===== src/apsp_pkg.sv =====
// shared types, constants and microcode for the min-plus shortest path unit
package apsp_pkg;

    // fixed field widths
    localparam int unsigned DIST_W = 14;
    localparam int unsigned NODE_W = 6;
    localparam int unsigned SIZE_W = 7;
    localparam int unsigned PASS_W = 3;
    localparam int unsigned APB_AW = 3;
    localparam int unsigned APB_DW = 32;

    // distance that stands for no edge
    localparam logic [DIST_W-1:0] INF_DIST = 14'd10000;

    // reset value of the matrix size register
    localparam logic [SIZE_W-1:0] SIZE_RESET = 7'd64;

    // register index of the matrix size register (paddr word bit)
    localparam logic REG_MATRIX_SIZE = 1'b0;

    // item opcodes
    localparam logic [1:0] OP_WRITE = 2'd0;
    localparam logic [1:0] OP_RUN   = 2'd1;
    localparam logic [1:0] OP_READ  = 2'd2;

    typedef struct packed {
        logic [1:0]        op;
        logic [NODE_W-1:0] row;
        logic [NODE_W-1:0] col;
        logic [DIST_W-1:0] weight;
    } t_item;

    typedef struct packed {
        logic [DIST_W-1:0] distance;
        logic              no_path;
        logic              run_done;
    } t_result;

    // microcode fields
    typedef enum logic [1:0] {
        CNT_HOLD,
        CNT_CLR,
        CNT_INC
    } t_cnt_op;

    typedef enum logic [2:0] {
        C_NONE,
        C_K_MORE,
        C_J_MORE,
        C_I_MORE,
        C_PASS_ZERO,
        C_PASS_MORE
    } t_cond;

    typedef logic [3:0] t_step;

    typedef struct packed {
        t_cnt_op i_op;
        t_cnt_op j_op;
        t_cnt_op k_op;
        logic    best_init;
        logic    acc;
        logic    rd_mul;
        logic    wr_prod;
        logic    rd_prod;
        logic    wr_dist;
        logic    pass_ld;
        logic    pass_dec;
        logic    done;
        t_cond   cond;
        t_step   target;
    } t_ctrl;

    // loop status seen by the sequencer
    typedef struct packed {
        logic k_more;
        logic j_more;
        logic i_more;
        logic pass_zero;
        logic pass_more;
    } t_flags;

    // microcode step addresses
    localparam t_step ST_LOAD = 4'd0;
    localparam t_step ST_PASS = 4'd1;
    localparam t_step ST_ROWI = 4'd2;
    localparam t_step ST_CELL = 4'd3;
    localparam t_step ST_RD   = 4'd4;
    localparam t_step ST_ACC  = 4'd5;
    localparam t_step ST_WRP  = 4'd6;
    localparam t_step ST_NXI  = 4'd7;
    localparam t_step ST_CPI  = 4'd8;
    localparam t_step ST_CPJ  = 4'd9;
    localparam t_step ST_CPR  = 4'd10;
    localparam t_step ST_CPW  = 4'd11;
    localparam t_step ST_CPN  = 4'd12;
    localparam t_step ST_NXP  = 4'd13;
    localparam t_step ST_DONE = 4'd14;

    localparam t_ctrl CTRL_NOP = '{
        i_op: CNT_HOLD, j_op: CNT_HOLD, k_op: CNT_HOLD,
        best_init: 1'b0, acc: 1'b0, rd_mul: 1'b0, wr_prod: 1'b0,
        rd_prod: 1'b0, wr_dist: 1'b0, pass_ld: 1'b0, pass_dec: 1'b0,
        done: 1'b0, cond: C_NONE, target: ST_LOAD
    };

    // microcode rom: one control word per step
    function automatic t_ctrl ucode_rom(input t_step step);
        t_ctrl w;
        w = CTRL_NOP;
        unique case (step)
            ST_LOAD: begin
                w.pass_ld = 1'b1;
                w.cond    = C_PASS_ZERO;
                w.target  = ST_DONE;
            end
            ST_PASS: w.i_op = CNT_CLR;
            ST_ROWI: w.j_op = CNT_CLR;
            ST_CELL: begin
                w.k_op      = CNT_CLR;
                w.best_init = 1'b1;
            end
            ST_RD:   w.rd_mul = 1'b1;
            ST_ACC: begin
                w.acc    = 1'b1;
                w.k_op   = CNT_INC;
                w.cond   = C_K_MORE;
                w.target = ST_RD;
            end
            ST_WRP: begin
                w.wr_prod = 1'b1;
                w.j_op    = CNT_INC;
                w.cond    = C_J_MORE;
                w.target  = ST_CELL;
            end
            ST_NXI: begin
                w.i_op   = CNT_INC;
                w.cond   = C_I_MORE;
                w.target = ST_ROWI;
            end
            ST_CPI:  w.i_op = CNT_CLR;
            ST_CPJ:  w.j_op = CNT_CLR;
            ST_CPR:  w.rd_prod = 1'b1;
            ST_CPW: begin
                w.wr_dist = 1'b1;
                w.j_op    = CNT_INC;
                w.cond    = C_J_MORE;
                w.target  = ST_CPR;
            end
            ST_CPN: begin
                w.i_op   = CNT_INC;
                w.cond   = C_I_MORE;
                w.target = ST_CPJ;
            end
            ST_NXP: begin
                w.pass_dec = 1'b1;
                w.cond     = C_PASS_MORE;
                w.target   = ST_PASS;
            end
            ST_DONE: w.done = 1'b1;
            default: w.done = 1'b1;
        endcase
        return w;
    endfunction

    // number of squarings: ceil(log2 n)
    function automatic logic [PASS_W-1:0] pass_count(input logic [SIZE_W-1:0] n);
        logic [PASS_W-1:0] cnt;
        cnt = '0;
        for (int p = 0; p < SIZE_W; p++) begin
            if ((SIZE_W'(1) << p) < n) begin
                cnt = PASS_W'(p + 1);
            end
        end
        return cnt;
    endfunction

endpackage


===== src/apsp_seq.sv =====
// microcode sequencer: step counter, control rom and conditional jumps
module apsp_seq (
    input  logic            i_clk,
    input  logic            i_rst_n,
    input  logic            i_go,
    input  apsp_pkg::t_flags i_flags,
    output apsp_pkg::t_ctrl o_ctrl,
    output logic            o_run
);

    logic            r_run;
    apsp_pkg::t_step r_step;
    apsp_pkg::t_step n_step;
    apsp_pkg::t_ctrl w_word;
    logic            w_take;

    // control word of the current step
    assign w_word = apsp_pkg::ucode_rom(r_step);

    // jump condition
    always_comb begin
        unique case (w_word.cond)
            apsp_pkg::C_NONE:      w_take = 1'b0;
            apsp_pkg::C_K_MORE:    w_take = i_flags.k_more;
            apsp_pkg::C_J_MORE:    w_take = i_flags.j_more;
            apsp_pkg::C_I_MORE:    w_take = i_flags.i_more;
            apsp_pkg::C_PASS_ZERO: w_take = i_flags.pass_zero;
            apsp_pkg::C_PASS_MORE: w_take = i_flags.pass_more;
            default:               w_take = 1'b0;
        endcase
        n_step = w_take ? w_word.target : r_step + apsp_pkg::t_step'(1);
    end

    // step counter
    always_ff @(posedge i_clk) begin
        if (!i_rst_n) begin
            r_run  <= 1'b0;
            r_step <= apsp_pkg::ST_LOAD;
        end else if (!r_run) begin
            if (i_go) begin
                r_run  <= 1'b1;
                r_step <= apsp_pkg::ST_LOAD;
            end
        end else begin
            r_step <= n_step;
            if (w_word.done) begin
                r_run <= 1'b0;
            end
        end
    end

    assign o_ctrl = r_run ? w_word : apsp_pkg::CTRL_NOP;
    assign o_run  = r_run;

endmodule


===== config.mk =====
export PLATFORM = sky130hd
export DESIGN_NAME = apsp_seq
export DESIGN_NICKNAME = d
export VERILOG_FILES = /design/src/apsp_pkg.sv /design/src/apsp_seq.sv
export SDC_FILE = /design/constraint.sdc
export NUM_CORES = 1
export LEC_CHECK = 0
export BUFFER_PORTS_ARGS = -buffer_cell sky130_fd_sc_hd__buf_2
export CORE_MARGIN = 5
export CORE_UTILIZATION = 38
export CTS_BUF_LIST = sky130_fd_sc_hd__clkbuf_8 sky130_fd_sc_hd__clkbuf_16
export DETAILED_ROUTE_END_ITERATION = 16
export PLACE_DENSITY = 0.66
export SYNTH_ARGS = -nofsm -noshare
export SYNTH_HDL_FRONTEND = slang
export SYNTH_SLANG_ARGS = --single-unit
export TNS_END_PERCENT = 100

===== constraint.sdc =====
create_clock -name i_clk -period 5.25 [get_ports i_clk]
set_clock_uncertainty 0.15 [all_clocks]
set_input_delay 1.05 -clock i_clk [delete_from_list [all_inputs] [get_ports i_clk]]
set_output_delay 1.05 -clock i_clk [all_outputs]
set_load 0.05 [all_outputs]

# Yosys cells after proc, flatten, opt, wreduce, memory -nomap -nowiden
# Index checks and enable logic that the tools add are counted.
[word_totals]
reg_bits = 5
elab_cells = 49
[classes]
addsub = 1
eq_ne = 18
mux = 21
n_reduce_logical = 7
[op_table]
columns = ["op", "n"]
rows = [
  ["$pmux 7 s7", 1],
  ["$eq 4x4->1 const B", 6],
  ["$mux 22", 1],
  ["$eq 4x3->1 const B", 4],
  ["$reduce_or 14->1", 1],
  ["$mux 1", 12],
  ["$mux 4", 3],
  ["$pmux 2 s2", 3],
  ["$eq 4x2->1 const B", 2],
  ["$reduce_or 2->1", 4],
  ["$eq 3x2->1 const B", 2],
  ["$eq 3x3->1 const B", 2],
  ["$pmux 1 s5", 1],
  ["$add 4x1->4 const B", 1],
  ["$eq 4x1->1 const B", 1],
  ["$logic_not 4->1", 1],
  ["$eq 3x1->1 const B", 1],
  ["$reduce_bool 2->1", 1],
]

# Longest topological paths before layout
# Gate-level depths: netlist of the first run.
[logic_depth]
ltp_word = 6
depth_mapped = 8

# Worst setup path after synthesis of the first run
# No wires, ideal clock.
[synth_path]
path_type = "register to output"
start = "register r_run, in the netlist o_run"
end = "output port o_ctrl[7] in the netlist's numbering"
arrival_ns = 2.667
required_time_ns = 4.050
slack_ns = 1.383
path_stages_with_launch = 4
path_buffers = 1
cell_sequence = "dfxtp_1 > clkbuf_1 > inv_1 > nor4_1"
[synth_rtl]
columns = ["element", "line", "rtl"]
rows = [
  ["from (decl)", "apsp_seq.sv:11", "logic r_run;"],
  ["from (signal assigned)", "apsp_seq.sv:37", "r_run <= 1'b0;"],
  ["from (signal assigned)", "apsp_seq.sv:41", "r_run <= 1'b1;"],
  ["from (signal assigned)", "apsp_seq.sv:47", "r_run <= 1'b0;"],
  ["to (decl)", "apsp_seq.sv:7", "output apsp_pkg::t_ctrl o_ctrl,"],
]

==> results of run 1 <==
==> power by group through the flow <==
stage	Sequential [mW]	Combinational, mW	Clock (mW)
finish	0.0541	0.106	0.0732
global route	0.0557	0.116	0.0768
CTS	0.0538	0.106	0.0754
detailed placement	0.0544	0.106	0
global placement	0.0538	0.105	0
floorplan	0.0476	0.0906	0
==> cells in the mapped netlist, types with 3 or more instances <==
| master | n | area (µm²) |
|---|---|---|
| nor2_1 | 12 | 45.0 |
| dfxtp_1 | 5 | 100 |
| nand3_1 | 3 | 15.0 |
| o2111ai_1 | 3 | 26.3 |
| a21oi_1 | 5 | 25.0 |
| a211oi_1 | 4 | 30.0 |
| and3_1 | 5 | 31.3 |
| o21ai_0 | 7 | 35.0 |
| and2_1 | 3 | 18.8 |
| nand2_1 | 14 | 52.6 |
| inv_1 | 6 | 22.5 |
| ha_1 | 4 | 50.1 |
| clkbuf_1 | 3 | 11.3 |
| and3_2 | 3 | 22.5 |
| o211ai_1 | 4 | 30.0 |
==> sequential cells by signal, indices dropped and copies added (netlist names) <==
name,count
r_step,4
o_run,1
==> cells in the final DEF, fill, tap and decap left out, types with 2 or more instances in the layout <==
cell type / netlist / layout
nor2_1: 12 / 12
buf_2: 2 / 30
and3_2: 3 / 3
o211ai_1: 4 / 4
a211oi_1: 4 / 4
and2_1: 3 / 3
ha_1: 4 / 4
o2111ai_1: 3 / 3
nand3_1: 3 / 3
nand2_1: 14 / 14
o21ai_0: 7 / 7
a21oi_1: 5 / 5
dfxtp_1: 5 / 5
clkbuf_8: 0 / 3
inv_1: 6 / 6
o21a_1: 2 / 2
a31oi_1: 2 / 2
and3_1: 5 / 5
nor2b_1: 2 / 2
nor3_1: 2 / 2
and3b_1: 2 / 2
==> metrics by stage <==
step | power [mW] | utilization [%]
after floorplan | 0.138 | -
after global placement | 0.158 | 46.1
after detailed placement | 0.160 | 46.1
after CTS | 0.235 | 48.5
after global routing | 0.248 | 48.5
final | 0.233 | 48.5
==> logic make-up after synthesis <==
family | Yosys count | share of synthesized area, %
AO/OA/AOI/OAI | 34 | 30.8
AND/OR/NAND/NOR | 55 | 37.8
buffers and inverters | 16 | 10.6
flip-flops | 5 | 13.0
multiplexers | 1 | 1.30
adder cells (fa/ha/maj) | 4 | 6.49
==> worst paths after layout <==
path                   from   endpoint  slack (ns)  cells after the start
setup / recovery  r_step[0]  o_ctrl[3]        2.04                      6
hold / removal    r_step[1]  r_step[1]        0.41                      2
setup reg to reg  r_step[0]  r_step[3]        2.66                      7
hold reg to reg   r_step[1]  r_step[1]        0.41                      2
==> tightest hold or removal path: cells and delay by family, from the launching register on <==
| kind | cells | cell delay [ns] |
|---|---|---|
| and+or+nand+nor | 1 | 0.08 |
| AOI/OAI and AO/OA | 1 | 0.08 |
| DFF | 1 | 0.35 |
==> layout make-up <==
class | instances | area (µm²) | area share [%]
timing repair buffer | 30 | 150 | 15.9
inverter | 6 | 22.5 | 2.39
clock buffer | 3 | 41.3 | 4.38
clock inverter | 1 | 5.00 | 0.531
sequential | 5 | 100 | 10.6
tap | 27 | 33.8 | 3.59
multi-input combinational | 94 | 589 | 62.5
==> routing by layer <==
| metal | vias to the layer above | wire length [µm] | global-route usage, % |
|---|---|---|---|
| li1 | 473 | - | - |
| met3 | 3 | 162 | 2.95 |
| met2 | 31 | 1050 | 24.4 |
| met5 | - | 0 | 0 |
| met4 | 0 | 23 | 4.86 |
| met1 | 414 | 1000 | 19.8 |
==> impl_results.md, run 1 <==
* Status: complete, no violations
* ANT cells at 0
* Synth cell types at 41
* Core area at slightly below 0.002 mm²
* DRC Markers at 0
* Layout cells sized above 1 at between 20% and 30%
* Mapped cell area at between 700 and 800 µm²
* Clk network pwr share at between 30% and 40%
* CP max-delay cell: dfxtp_1
* Avg WL per Cell at approximately 13 µm
* Final nets at ~150
* VDD IR max at about 130 µV
* WP buf/inv at 1
* Yosys reg bits at 5
* WL final at roughly 2200 µm
* Area delta synth->final at 22.2%
* Fmax at around 0.31 GHz
* H-tree levels at 1
* Mean Syn Cell Area at ~6.7 µm²
* LEAKAGE at around 0.44 nW
* Final period utilization at 61.1%
* Final setup fails at 0
* Fill count at around 230
* Kind of critical path: reg -> out
* Crit path cell chain: ha_1, and2_2, a21oi_1, o21ai_0, and2_1, buf_2
* Sequential cell fraction of total power at a little under a quarter
* WP data arrival at 2.01 ns
* Setup slack after layout at approximately 2.0 ns
* Sw Pwr at between 0.1 and 0.15 mW
* Post-synthesis sequential area ratio at between 10% and 20%
* Largest net degree at the start of global routing at 24
* Top_reg_cell synth: dfxtp_1
* Initial antenna violation count at 0
* Post-Layout Cell Count at about 170
* Asr flop ratio synth at 0%
* Post-synth EDFFs at 0
* CTS root buffer: clkbuf_8
* DR vias/cell at 5.55
* Post-Layout Inst Area at about 940 µm²
* Post-CTS Setup Bufs at 0
* Largest delay share family, worst path: flip-flops
* I/O pin count at 31
* First-pass GRT wire length at ~3300 µm
* CTS Sinks at 5
* Reg clk slew, reported paths at 0.04 ns
* Syn Inst Count at approximately 120
* Total power divided by cell area at ~250 mW/mm²
* CTS tree: done
* Dpl ws at roughly 2.3 ns
* IO buf count at 30
* Clk Latency, worst-skew pair at about 0.23 ns
* Setup crit end kind: primary output
* CTS Buf Count at 3
* Routability congestion estimate from global placement at between 0.8 and 0.9
* Crit-path max cell delay at approximately 0.42 ns
* DR iter-0 viols at 24
* Slew margin rel. at around 57%
* Inst Count DP at 162
* Max Slew Vio Count at 0
* Switching Fraction at a little under half
* Setup_tns at 0 ns
* Max Root-Sink Buffers at 2
* DP HPWL at between 1500 and 2000 µm
* Placed Area at about 900 µm²
* Crit path max fanout at 11
* Post-synth net total at about 130
* Worst-margin pin slew at 0.639 ns
* Die W at 55.0 µm
* Gate power share at ~45%
* Ys Warns at 0
* CP startpoint kind: register
* Hold_buf cts at 0
* Hold slack at slightly above 0.4 ns
* Worst Hold Class: reg -> reg
* Final Critical Period at ~3.2 ns
* Post-cts gate resize count at 0
* Std cell rows at 16
* Max cap viols at 0
* Antenna-violating nets left at 0
* GRT overflow at 0
* Initial core utilization at between 30 and 40%
* Internal power at about 0.13 mW
* Die area at between 0.003 and 0.004 mm²
* Worst endpoint required time at just over 4 ns
* Hold Fails Final Rpt at 0
* TritonRoute pass-1 iters at 4
* GRT Util Overall at approximately 15%
* Vias post-DR at just over 900
* Vias in the first global route at around 750
* Die span in y at around 55 µm
* Unrepaired setup endpoints after global routing: false
(Power assumes the default switching activity.)
==> run 2: changes to the inputs <==
--- a/config.mk
+++ b/config.mk
@@ -10,7 +10,7 @@
 export CORE_UTILIZATION = 38
 export CTS_BUF_LIST = sky130_fd_sc_hd__clkbuf_8 sky130_fd_sc_hd__clkbuf_16
 export DETAILED_ROUTE_END_ITERATION = 16
-export PLACE_DENSITY = 0.66
+export PLACE_DENSITY = 0.69
 export SYNTH_ARGS = -nofsm -noshare
 export SYNTH_HDL_FRONTEND = slang
 export SYNTH_SLANG_ARGS = --single-unit
==> constraint.sdc (replaced) <==
create_clock -name i_clk -period 2.79 [get_ports i_clk]
set_clock_uncertainty 0.15 [all_clocks]
set_input_delay 0.558 -clock i_clk [delete_from_list [all_inputs] [get_ports i_clk]]
set_output_delay 0.558 -clock i_clk [all_outputs]
set_load 0.05 [all_outputs]
==> run 2 against run 1 <==
  * Die area unchanged
  * Hold slack improved by 0.017 ns
  * Wire length rose by 4.3%
  * Cell count increased by 1.8%
  * Flip-flop and latch count unchanged
  * Clock-buffer cell count is the same
  * Cell area rose by 4.6%
  * First-iteration DRC count grew 46%
  * Combinational power increased by 110%
  * Sequential share of layout area is 0.47 points lower
  * Via count rose by 5.4%
  * Register-to-register slack got worse by 2.4 ns
  * Critical endpoint is now o_ctrl[5]
==> impl_results.md, run 2 (synthesized netlist as in run 1, its figures left out) <==
* Final setup fails at 0 (unchanged)
* Area delta synth->final at 27.9% (was 22.2%)
* Largest net degree at the start of global routing at 19 (was 24)
* DRC Markers at 0 (unchanged)
* Fill count at 208 (was 228)
* CP startpoint: r_step[0] (unchanged)
* Setup slack after layout at 0.174 ns (was 2.04 ns)
* CTS root buffer: clkbuf_8 (unchanged)
* Most flop-heavy register: r_step (unchanged)
* Met3 GRT Util at 3.22% (was 2.95%)
* H-tree levels at 1 (unchanged)
* Worst endpoint required time at 2.08 ns (was 4.05 ns)
* Post-cts gate resize count at 0 (unchanged)
* CTS Sinks at 5 (unchanged)
* Fin util at 50.8% (was 48.5%)
* IO buf count at 30 (unchanged)
* Reg2Reg Depth at 7 (unchanged)
* I/O pin count at 31 (unchanged)
* Hold slack at 0.426 ns (was 0.409 ns)
* Commonest non-fill, non-tap cell in the layout: buf_2 (unchanged)
* Avg WL per Cell at 13.8 µm (was 13.5 µm)
* Antenna-violating nets left at 0 (unchanged)
* Final nets at 155 (was 152)
* Largest delay share family, worst path: simple AND/OR/NAND/NOR gates (was flip-flops)
* Worst Hold Class: reg -> reg (unchanged)
* CTS tree: done (unchanged)
* Reg-to-Reg Start: r_step[1] (was r_step[0])
* Worst hold stages at 2 (unchanged)
* Routability congestion estimate from global placement at 0.870 (was 0.842)
* CP max-delay cell: or3_2 (was dfxtp_1)
* Met1 Usage GRT at 21.8% (was 19.8%)
* Initial antenna violation count at 0 (unchanged)
* Reg clk slew, reported paths at 0.04 ns (about the same)
* Die span in y at 55.0 µm (unchanged)
* Hold_buf cts at 0 (unchanged)
* Total power divided by cell area at 457 mW/mm² (was 248 mW/mm²)
* Worst R2R Setup Slack at 0.29 ns (was 2.66 ns)
* Slew margin rel. at 65.8% (was 57.3%)
* Final period utilization at 93.8%
* DR iter-0 viols at 35 (was 24)
* VDD IR max at 264 µV (was 131 µV)
* Clk Latency, worst-skew pair at 0.23 ns (about the same)
* LEAKAGE at 0.452 nW (was 0.439 nW)
* Fmax at 0.382 GHz
* DR vias/cell at 5.75 (was 5.55)
* Die area at 0.00303 mm² (unchanged)
* Crit path max fanout at 7 (was 11)
* CP startpoint kind: register (unchanged)
* Kind of critical path: reg -> out (unchanged)
* Setup crit end kind: primary output (unchanged)
* Reg-to-reg endpoint: r_step[3] (unchanged)
* Max Slew Vio Count at 0 (unchanged)
* Worst-margin pin slew at 0.513 ns (was 0.639 ns)
* Max reg flops at 4 (unchanged)
* Status: complete, no violations (unchanged)
* Vias in the first global route at 881 (was 752)
* Vias post-DR at 971 (was 921)
* Stages on worst setup path at 6 (unchanged)
* Final Power at 0.450 mW (was 0.233 mW)
* CTS Buf Count at 3 (unchanged)
* Std cell rows at 16 (unchanged)
* GRT Util Overall at 16.6% (was 15.0%)
* Post-CTS Setup Bufs at 0 (unchanged)
* DP HPWL at 1700 µm (was 1690 µm)
* WL final at 2330 µm (was 2230 µm)
* Most frequent cells in the layout: 30 x buf_2, 14 x nand2_1, 12 x nor2_1 (unchanged)
* Setup crit end: o_ctrl[5] (was o_ctrl[3])
* Unrepaired setup endpoints after global routing: false (unchanged)
* TritonRoute pass-1 iters at 5 (was 4)
* Max Root-Sink Buffers at 2 (unchanged)
* Hold Fails Final Rpt at 0 (unchanged)
* WP data arrival at 1.91 ns (was 2.01 ns)
* Final Critical Period at ~2.6 ns
* Layout cells sized above 1 at 34.5% (was 29.5%)
* First-pass GRT wire length at 3720 µm (was 3320 µm)
* Global route hottest layer: met2 (unchanged)
* Dpl ws at 0.265 ns (was 2.29 ns)
* WP buf/inv at 2 (was 1)
* GRT overflow at 0 (unchanged)
* Core area at 0.00194 mm² (unchanged)
* Max cap viols at 0 (unchanged)
* Met2 Usage GRT at 25.0% (was 24.4%)
* Initial core utilization at 39.7% (unchanged)
* Crit path cell chain: inv_1, ha_1, or3_2, o221ai_1, nor2_1, buf_2 (was ha_1, and2_2, a21oi_1, o21ai_0, and2_1, buf_2)
* ANT cells at 0 (unchanged)
* Setup_tns at 0 ns (unchanged)
* Die W at 55.0 µm (unchanged)
* Crit-path max cell delay at 0.42 ns (about the same)
## run 2: changes by cell type in the layout (fill, tap and decap cells not counted), sizes merged
cell	delta
buf	+3
## run 2: layer usage
layer	share of wire, %	vias to the layer above	wire, µm
met3	10	4	235
met4	0.99	0	23
met2	46	53	1080
li1	-	473	-
met1	43	441	992
met5	0	-	0
## run 2: layout make-up
| cell class | instances | area, µm² | share of cell area [%] |
|---|---|---|---|
| multi-input combinational | 94 | 611 | 61.9 |
| timing repair buffer | 33 | 173 | 17.5 |
| sequential | 5 | 100 | 10.2 |
| clock buffer | 3 | 41.3 | 4.19 |
| tap | 27 | 33.8 | 3.43 |
| inverter | 6 | 22.5 | 2.28 |
| clock inverter | 1 | 5.00 | 0.508 |
## run 2: worst min path at each step
stage	slack, ns	to	start
floorplan	0.35	r_step[1]	r_step[1]
global placement	0.40	r_step[1]	r_step[1]
detailed placement	0.41	r_step[1]	r_step[1]
CTS	0.42	r_step[1]	r_step[1]
global route	0.47	r_step[1]	r_step[1]
finish	0.43	r_step[0]	r_step[0]
## run 2: stage by stage
step	area [µm²]	instances
final	986	169
after global routing	986	169
after CTS	981	169
after detailed placement	935	165
after global placement	935	165
after floorplan	787	115
## run 2: worst register-to-register path: stages (launching register included)
cell     delay, ns
dfxtp_1       0.35
inv_1         0.10
ha_1          0.39
and3b_2       0.28
o21a_1        0.17
a311o_1       0.40
or2_4         0.26
a221o_1       0.28
## run 2: report_power, final
group,leakage [nW],internal (mW),switching (mW)
clock,0.0255,0.0964,0.0415
combinational,0.386,0.0700,0.149
sequential,0.0410,0.0787,0.0151
==> run 3: changes to the inputs <==
--- a/config.mk
+++ b/config.mk
@@ -10,7 +10,7 @@
 export CORE_UTILIZATION = 38
 export CTS_BUF_LIST = sky130_fd_sc_hd__clkbuf_8 sky130_fd_sc_hd__clkbuf_16
 export DETAILED_ROUTE_END_ITERATION = 16
-export PLACE_DENSITY = 0.69
+export PLACE_DENSITY = 0.66
 export SYNTH_ARGS = -nofsm -noshare
 export SYNTH_HDL_FRONTEND = slang
 export SYNTH_SLANG_ARGS = --single-unit
==> constraint.sdc (replaced) <==
create_clock -name i_clk -period 2.45 [get_ports i_clk]
set_clock_uncertainty 0.15 [all_clocks]
set_input_delay 0.49 -clock i_clk [delete_from_list [all_inputs] [get_ports i_clk]]
set_output_delay 0.49 -clock i_clk [all_outputs]
set_load 0.05 [all_outputs]
==> run 3 against run 2 <==
  * Total power up 22%
  * Cell count up 3.6%
  * Wire length up 6.5%
  * Non-clock buffer count up 6
  * Largest cell class unchanged
==> impl_results.md, run 3 (synthesized netlist as in run 1, its figures left out) <==
* Die W at 55.0 µm (unchanged)
* Max cap viols at 0 (unchanged)
* Post-CTS Setup Bufs at 0 (unchanged)
* TritonRoute pass-1 iters at 4 (was 5)
* Die span in y at 55.0 µm (unchanged)
* Most flop-heavy register: r_step (unchanged)
* DRC Markers at 0 (unchanged)
* Switching Fraction at 45.0% (was 45.6%)
* I/O pin count at 31 (unchanged)
* Sw Pwr at 0.247 mW (was 0.205 mW)
* WP data arrival at 1.80 ns (was 1.91 ns)
* Internal power at 0.302 mW (was 0.245 mW)
* Crit path cell chain: inv_1, ha_2, o21ai_0, a221oi_1, and2_1, clkbuf_4 (was inv_1, ha_1, or3_2, o221ai_1, nor2_1, buf_2)
* Status: complete, no violations (unchanged)
* DP HPWL at 1790 µm (was 1700 µm)
* Clk Latency, worst-skew pair at 0.23 ns (about the same)
* ANT cells at 0 (unchanged)
* Layout cells sized above 1 at 43.2% (was 34.5%)
* Final Power at 0.548 mW (was 0.450 mW)
* CP max-delay cell: dfxtp_4 (was or3_2)
* LEAKAGE at 0.483 nW (was 0.452 nW)
* CTS tree: done (unchanged)
* Die area at 0.00303 mm² (unchanged)
* DR vias/cell at 5.55 (was 5.75)
* Final nets at 161 (was 155)
* Crit-path max cell delay at 0.36 ns (was 0.42 ns)
* Max Slew Vio Count at 0 (unchanged)
* Largest net degree at the start of global routing at 22 (was 19)
* Hold Fails Final Rpt at 0 (unchanged)
* Final setup fails at 0 (unchanged)
* Sequential cell fraction of total power at 20.4% (was 20.8%)
* CTS root buffer: clkbuf_8 (unchanged)
* DR iter-0 viols at 20 (was 35)
* Setup_tns at 0 ns (unchanged)
* Gate power share at 51.1% (was 48.5%)
* GRT Util Overall at 17.6% (was 16.6%)
* Core area at 0.00194 mm² (unchanged)
* IO buf count at 30 (unchanged)
* Initial antenna violation count at 0 (unchanged)
* First-pass GRT wire length at 3950 µm (was 3720 µm)
* Crit path max fanout at 7 (unchanged)
* Max reg flops at 4 (unchanged)
* Most frequent cells in the layout: 24 x buf_2, 14 x nand2_1, 12 x nor2_1 (was 30 x buf_2, 14 x nand2_1, 12 x nor2_1)
* Kind of critical path: reg -> out (unchanged)
* GRT overflow at 0 (unchanged)
* Unrepaired setup endpoints after global routing: true (was false)
* Worst Hold Class: in -> reg (was reg -> reg)
* Area delta synth->final at 44.2% (was 27.9%)
* CP startpoint kind: register (unchanged)
* Max Root-Sink Buffers at 2 (unchanged)
* Routability congestion estimate from global placement at 0.871 (was 0.870)
* Commonest non-fill, non-tap cell in the layout: buf_2 (unchanged)
* Reg clk slew, reported paths at 0.04 ns (about the same)
* Antenna-violating nets left at 0 (unchanged)
* VDD IR max at 337 µV (was 264 µV)
* Avg WL per Cell at 14.2 µm (was 13.8 µm)
* Final period utilization at between 90% and 100%
* H-tree levels at 1 (unchanged)
* CTS Sinks at 5 (unchanged)
* Initial core utilization at 39.7% (unchanged)
* Worst endpoint required time at 1.81 ns (was 2.08 ns)
* Slew margin rel. at 64.7% (was 65.8%)
* Hold_buf cts at 0 (unchanged)
* Total power divided by cell area at 494 mW/mm² (was 457 mW/mm²)
* Vias in the first global route at 888 (was 881)
* Hold slack at 0.384 ns (was 0.426 ns)
* Std cell rows at 16 (unchanged)
* Setup crit end kind: primary output (unchanged)
* Clk network pwr share at 28.4% (was 30.6%)
* WL final at 2480 µm (was 2330 µm)
* Worst-margin pin slew at 0.528 ns (was 0.513 ns)
* Fmax at 0.409 GHz
* Vias post-DR at 971 (unchanged)
* Final Critical Period at roughly 2.4 ns
* CTS Buf Count at 3 (unchanged)
## run 3: changes by cell type in the layout (fill, tap and decap cells not counted), moves of 3 or more
cell,before,now
dfxtp_1,5,1
buf_2,30,24
clkbuf_4,0,4
dfxtp_2,0,3
buf_4,3,10
## run 3: path summary, 6_finish.rpt
| kind | start | endpoint | slack [ns] | depth (start not counted) |
|---|---|---|---|---|
| setup / recovery | r_step[0] | o_ctrl[1] | 0.005 | 6 |
| hold reg to reg | r_step[0] | r_step[0] | 0.40 | 1 |
| hold / removal | i_go | o_run | 0.38 | 3 |
| setup reg to reg | r_step[1] | r_step[3] | 0.11 | 7 |
## run 3: critical path: cells and delay by family (launching register included)
family | cells | cell delay (ns)
buffers and inverters | 2 | 0.36
adder cells (fa/ha/maj) | 1 | 0.28
AO/OA/AOI/OAI | 2 | 0.39
flip-flops | 1 | 0.36
AND/OR/NAND/NOR | 1 | 0.18
## run 3: repair_timing
action / in CTS / in global routing
gates resized for setup: 6 / 16
endpoints found under the setup margin: 6 / 10
pin swaps: 0 / 0
## run 3: final cells by class
cell class	count	area (µm²)
tap	27	33.8
clock buffer	3	41.3
clock inverter	1	5.00
inverter	6	22.5
multi-input combinational	94	664
fill	193	831
sequential	5	108
timing repair buffer	39	236
## run 3: metrics by stage
stage | area [µm²] | std cells | utilization, % | setup WS (ns)
global placement | 1000 | 171 | 51.6 | 0.123
global route | 1110 | 175 | 57.2 | -0.0860
CTS | 1060 | 175 | 54.6 | 0.00280
detailed placement | 1000 | 171 | 51.6 | 0.0372
floorplan | 810 | 115 | - | -0.0291
finish | 1110 | 175 | 57.2 | 0.00533
## run 3: power by group through the flow
stage | Combinational, mW | Clock, mW | Sequential [mW]
6_report | 0.281 | 0.156 | 0.112
5_1_grt | 0.306 | 0.162 | 0.114
4_1_cts | 0.267 | 0.158 | 0.108
3_5_place_dp | 0.263 | 0 | 0.109
3_3_place_gp | 0.264 | 0 | 0.108
2_1_floorplan | 0.205 | 0 | 0.102
## run 3: metal layers
| metal | global-route usage [%] | vias to the layer above | wire length (µm) | part of all wire [%] |
|---|---|---|---|---|
| met4 | 3.64 | 0 | 12 | 0.48 |
| met1 | 22.2 | 450 | 1070 | 43 |
| met2 | 30.9 | 35 | 1220 | 49 |
| li1 | - | 482 | - | - |
| met3 | 3.22 | 4 | 180 | 7.3 |
| met5 | 0 | - | 0 | 0 |
